### config.mk
export PLATFORM = sky130hd
export DESIGN_NAME = bdpl_amem
export DESIGN_NICKNAME = d
export VERILOG_FILES = /design/src/hw/rtl/bdpl_pkg.sv /design/src/hw/rtl/bdpl_amem.sv
export SDC_FILE = /design/constraint.sdc
export NUM_CORES = 1
export LEC_CHECK = 0
export BUFFER_PORTS_ARGS = -buffer_cell sky130_fd_sc_hd__buf_4
export CORE_MARGIN = 2
export CORE_UTILIZATION = 25
export CTS_CLUSTER_DIAMETER = 40
export DETAILED_ROUTE_END_ITERATION = 10
export GPL_TIMING_DRIVEN = 0
export PLACE_DENSITY = 0.47
export SYNTH_ARGS = -nofsm -noshare
export SYNTH_HDL_FRONTEND = slang
export SYNTH_SLANG_ARGS = --single-unit
export TNS_END_PERCENT = 1
### constraint.sdc
create_clock -name clk -period 1.28 [get_ports clk]
set_clock_uncertainty 0.05 [all_clocks]
set_input_delay 0.064 -clock clk [delete_from_list [all_inputs] [get_ports clk]]
set_output_delay 0.064 -clock clk [all_outputs]
set_load 0.05 [all_outputs]
### src/hw/rtl/bdpl_pkg.sv
`default_nettype none

package bdpl_pkg;

	// Neurons served by one weight or accumulator word.
	localparam int LANES = 8;
	localparam int COUNT_W = 10;
	localparam logic [COUNT_W-1:0] COUNT_MAX = 10'd1023;
	// Active neurons never exceed this, so at most eight accumulator rows exist.
	localparam int OUT_CAP = 64;
	localparam int ROW_W = 3;

	localparam logic OP_WEIGHT = 1'b0;
	localparam logic OP_ACT = 1'b1;

	localparam logic REG_INPUT_BITS = 1'b0;
	localparam logic REG_OUTPUT_COUNT = 1'b1;

	localparam logic [9:0] INPUT_BITS_RST = 10'd512;
	localparam logic [6:0] OUTPUT_COUNT_RST = 7'd64;

	typedef logic [LANES-1:0][COUNT_W-1:0] lane_counts_t;
	typedef logic [LANES-1:0][7:0] lane_bytes_t;

	typedef enum logic [1:0] {
		ST_IDLE,
		ST_RUN,
		ST_EMIT
	} state_t;

	// Accumulator memory command for one cycle.
	typedef struct packed {
		logic rd_en;
		logic [ROW_W-1:0] rd_row;
		logic wr_en;
		logic [ROW_W-1:0] wr_row;
		logic clear;
	} acc_cmd_t;

	function automatic logic [3:0] ones8(input logic [7:0] v);
		logic [3:0] c;
		c = 4'd0;
		for (int i = 0; i < 8; i++) begin
			c = c + {3'd0, v[i]};
		end
		return c;
	endfunction

	function automatic logic [COUNT_W-1:0] sat_add(input logic [COUNT_W-1:0] a,
			input logic [3:0] b);
		logic [COUNT_W:0] s;
		s = {1'b0, a} + {{(COUNT_W-3){1'b0}}, b};
		return s[COUNT_W] ? COUNT_MAX : s[COUNT_W-1:0];
	endfunction

endpackage

`default_nettype wire

### src/hw/rtl/bdpl_amem.sv
`default_nettype none

// Mismatch counters, eight neurons per row. A row that is not valid reads as zero.
module bdpl_amem #(
	parameter int ROWS = 8,
	parameter int RW = 3
) (
	input wire logic clk,
	input wire logic arst_n,
	input bdpl_pkg::acc_cmd_t cmd,
	input bdpl_pkg::lane_counts_t wr_data,
	output bdpl_pkg::lane_counts_t rd_data
);

	bdpl_pkg::lane_counts_t mem [ROWS];
	bdpl_pkg::lane_counts_t rd_data_q;
	logic [ROWS-1:0] valid_q;
	logic rd_valid_q;

	always_ff @(posedge clk) begin
		if (cmd.wr_en) begin
			mem[cmd.wr_row[RW-1:0]] <= wr_data;
		end
		if (cmd.rd_en) begin
			rd_data_q <= mem[cmd.rd_row[RW-1:0]];
		end
	end

	always_ff @(posedge clk or negedge arst_n) begin
		if (!arst_n) begin
			valid_q <= '0;
			rd_valid_q <= 1'b0;
		end else begin
			if (cmd.clear) begin
				valid_q <= '0;
			end else if (cmd.wr_en) begin
				valid_q[cmd.wr_row[RW-1:0]] <= 1'b1;
			end
			if (cmd.rd_en) begin
				rd_valid_q <= valid_q[cmd.rd_row[RW-1:0]];
			end
		end
	end

	assign rd_data = rd_valid_q ? rd_data_q : '0;

endmodule

`default_nettype wire

==> metrics.txt <==
hold crit path type=primary input to flop; Worst-Margin Slew=0.9050 ns; Critical Path End=rd_data[51]; CP Launch Point=rd_valid_q$_DFFE_PN0P_; crit path DAT=1.92 ns; Routed WL=68110 um; CTS Buffer Depth=3; synth cell count leaders=edfxtp_1 (720), mux4_2 (161), and2_1 (80), mux2_2 (80), clkbuf_1 (23); outcome=finished, violations left; # IOs=171; Clk pin slew, worst setup/hold paths=0.06 ns; GPL Wtd Cong=0.6743; Hold Vio Cnt, Final=151; Simple-Gate Fraction of Synth Area=0.02229; Compound-Gate Fraction of Synth Area=0.001096; max_slew headroom=0.3953; share of post-route cells with drive strength above 1=0.4620; cell count after synthesis=1132; synth top area cells=edfxtp_1 (79%), mux4_2 (13%), mux2_2 (3.3%); DRT iter0 DRCs=952; Post-synth ARST share=0.01235; Via Count=12870; P&R area growth vs syn=34.74%; Finish-stage setup viols=162; critical path startpoint category=flop; Core ar.=0.1087 sq mm; Tcrit/Tclk final=1.591; RSZ-0062 raised after global routing=true; initial antenna violation count=12; final net count=1643; row cnt=121; DRC=0; Synthesis Warnings=0; multi-input logic area=0.005608 sq mm; fin worst setup slack=-0.7561 ns; Die Wd=335.0 um; Worst R2R End=rd_data_q[11]$_DFFE_PP_; Finished Core Util=0.3396; min Tclk post-route=2.036 ns; PwrDens=1675 mW/mm^2; Max H-tree Level=3; main combinational cell family by area after synthesis=multiplexers; port bufs=167; register-to-register setup slack=-0.16 ns; Detail Route Antenna Nets=0; Synth Flop Type=edfxtp_1; CTS Sinks=729; syn avg cell area=24.20 sq um; top-count cell post-synth=edfxtp_1; r2r worst-path depth=2; Post-Synth Adder-Cell Area=0; die footprint=0.1122 sq mm; vias in the first global route=14300; Synth area leader=edfxtp_1; cts bufs inserted=111; grt ovf=0; Unique masters post-synth=21; CP Capture Type=output port; routed len/inst=22.25 um; XOR/XNOR share of the synthesized area=0; Post-Synthesis Cell Area=0.02740 sq mm; TritonCTS clock tree=yes; Die H=335.0 um; f_max=491.1 MHz; EDFF count, synth=720; Initial Utilization=0.2520; First-pass DRT Iterations=5; reg2reg start=mem[3][11]$_DFFE_PP_; Vias/cell=4.205; Seq cells post-synth=729; Pleak=12.51 nW; hold_buf cts=85; Req. time, crit path=1.17 ns; clock latency on the worst-skew pair=0.67 ns; failing checks=negative hold slack, negative setup slack; Setup CP Type=flop to output port; Storage cell area=0.02185 sq mm; CP Max Fanout=5; syn nets=1223; share of the synthesized area in the top cell type=0.7892; Seq/Total Area, Yosys=0.7974; fill count=10200; post-synthesis mux area share=0.1671; pin count of the biggest net entering global routing=62; fin. max-slew vios=0; hold slack final=-0.2758 ns; worst vdd ir=1.046 mV; first-pass GRT wire length=98040 um; Total Routing Usage GR=0.1217; DP Wirelength=43000 um; maxcap violations=0; root buffer cell=clkbuf_16
[worst min-delay path by stage]
stage	from	end	slack [ns]	cells after the start
after floorplan	arst_n	rd_valid_q$_DFFE_PN0P_	-0.28	0
after global placement	arst_n	rd_valid_q$_DFFE_PN0P_	-0.16	1
after detailed placement	arst_n	valid_q[1]$_DFFE_PN0P_	-0.16	1
after CTS	cmd[3]	mem[0][31]$_DFFE_PP_	-0.28	2
after global routing	cmd[1]	mem[0][31]$_DFFE_PP_	-0.30	2
final	cmd[1]	mem[0][31]$_DFFE_PP_	-0.28	2
[layer usage]
layer  up-vias  GRT usage  wire length, um
met5         -          0               91
met4        14    0.03444             1572
met3       127    0.02695             3125
met2       292     0.2029            33420
met1      6802     0.1590            29900
li1       5635          -                -
[sequential cells by signal (all words and copies together), names as in the netlist]
register	flops
rd_valid_q	1
valid_q	8
rd_data_q	80
mem	640
[report_power, final]
| group | total, W | leakage [nW] | internal [W] | switching, W |
|---|---|---|---|---|
| clock network | 0.0305 | 1.84 | 0.0191 | 0.0114 |
| logic | 0.00388 | 3.96 | 0.00190 | 0.00198 |
| registers | 0.0275 | 6.72 | 0.0273 | 0.000204 |
| total | 0.0618 | 12.5 | 0.0483 | 0.0136 |
[through the flow]
step | setup WS, ns | cell area, sq um | setup TNS, ns | cells | total power, W
final | -0.7561 | 36910 | -64.03 | 3061 | 0.06183
after global routing | -0.8273 | 36910 | -73.58 | 3061 | 0.06388
after floorplan | -1.964 | 27470 | -1048.24 | 1132 | 0.02975
after global placement | -5.622 | 30490 | -3270.67 | 2713 | 0.03114
after detailed placement | -1.345 | 31300 | -477.03 | 2763 | 0.03131
after CTS | -0.8205 | 36740 | -70.57 | 3059 | 0.06266
[repair_timing]
action                                 in CTS  in global routing
setup buffers                               5                  0
pin swaps                                   2                  1
endpoints found under the hold margin     829                151
gates resized for setup                   211                 50
setup endpoints to repair                 217                216
gates cloned                                1                  0
[layout by cell type, fill, tap and decap left out, types with 2 or more instances in the layout]
cell / netlist / routed
edfxtp_1: 720 / 720
mux4_2: 161 / 161
clkbuf_16: 0 / 115
buf_4: 6 / 114
dlygate4sd3_1: 0 / 85
buf_6: 11 / 84
mux2_4: 0 / 48
and2_4: 0 / 48
mux2_2: 80 / 32
and2_1: 80 / 32
buf_8: 1 / 23
buf_12: 0 / 22
inv_6: 0 / 20
bufinv_16: 0 / 14
clkbuf_2: 0 / 13
clkinv_1: 0 / 13
clkinvlp_4: 0 / 11
clkinv_2: 0 / 11
nor2_1: 11 / 10
clkbuf_1: 23 / 9
clkinv_4: 0 / 8
buf_16: 0 / 8
dfrtp_1: 9 / 8
mux2i_1: 5 / 5
inv_8: 0 / 5
clkbuf_8: 0 / 4
o21ba_2: 3 / 3
diode_2: 0 / 2
and4b_4: 0 / 2
nor4bb_4: 0 / 2
clkinv_8: 0 / 2
[cell families after synthesis]
family                 count (synthesis)
buffers and inverters                 54
flip-flops                           729
multiplexers                         246
AO/OA/AOI/OAI                          3
AND/OR/NAND/NOR                      100
[area by class of cell]
cell class,instances,share of cell area
Sequential cell,729,0.5919
Inverter,1,0.0001017
Buffer,52,0.01281
Clock buffer,121,0.07711
Antenna cell,2,0.0001356
Clock inverter,85,0.02603
Multi-Input combinational cell,349,0.1519
Tap cell,1414,0.04793
Timing Repair Buffer,308,0.09206
[worst max-delay path, cell delays in order, from the launching register on]
cell       delay (ns)
dfrtp_4          0.50
buf_12           0.16
buf_12           0.14
clkbuf_16        0.16
and2_4           0.14
buf_6            0.15
No activity file was read; power rests on OpenSTA's default activity.
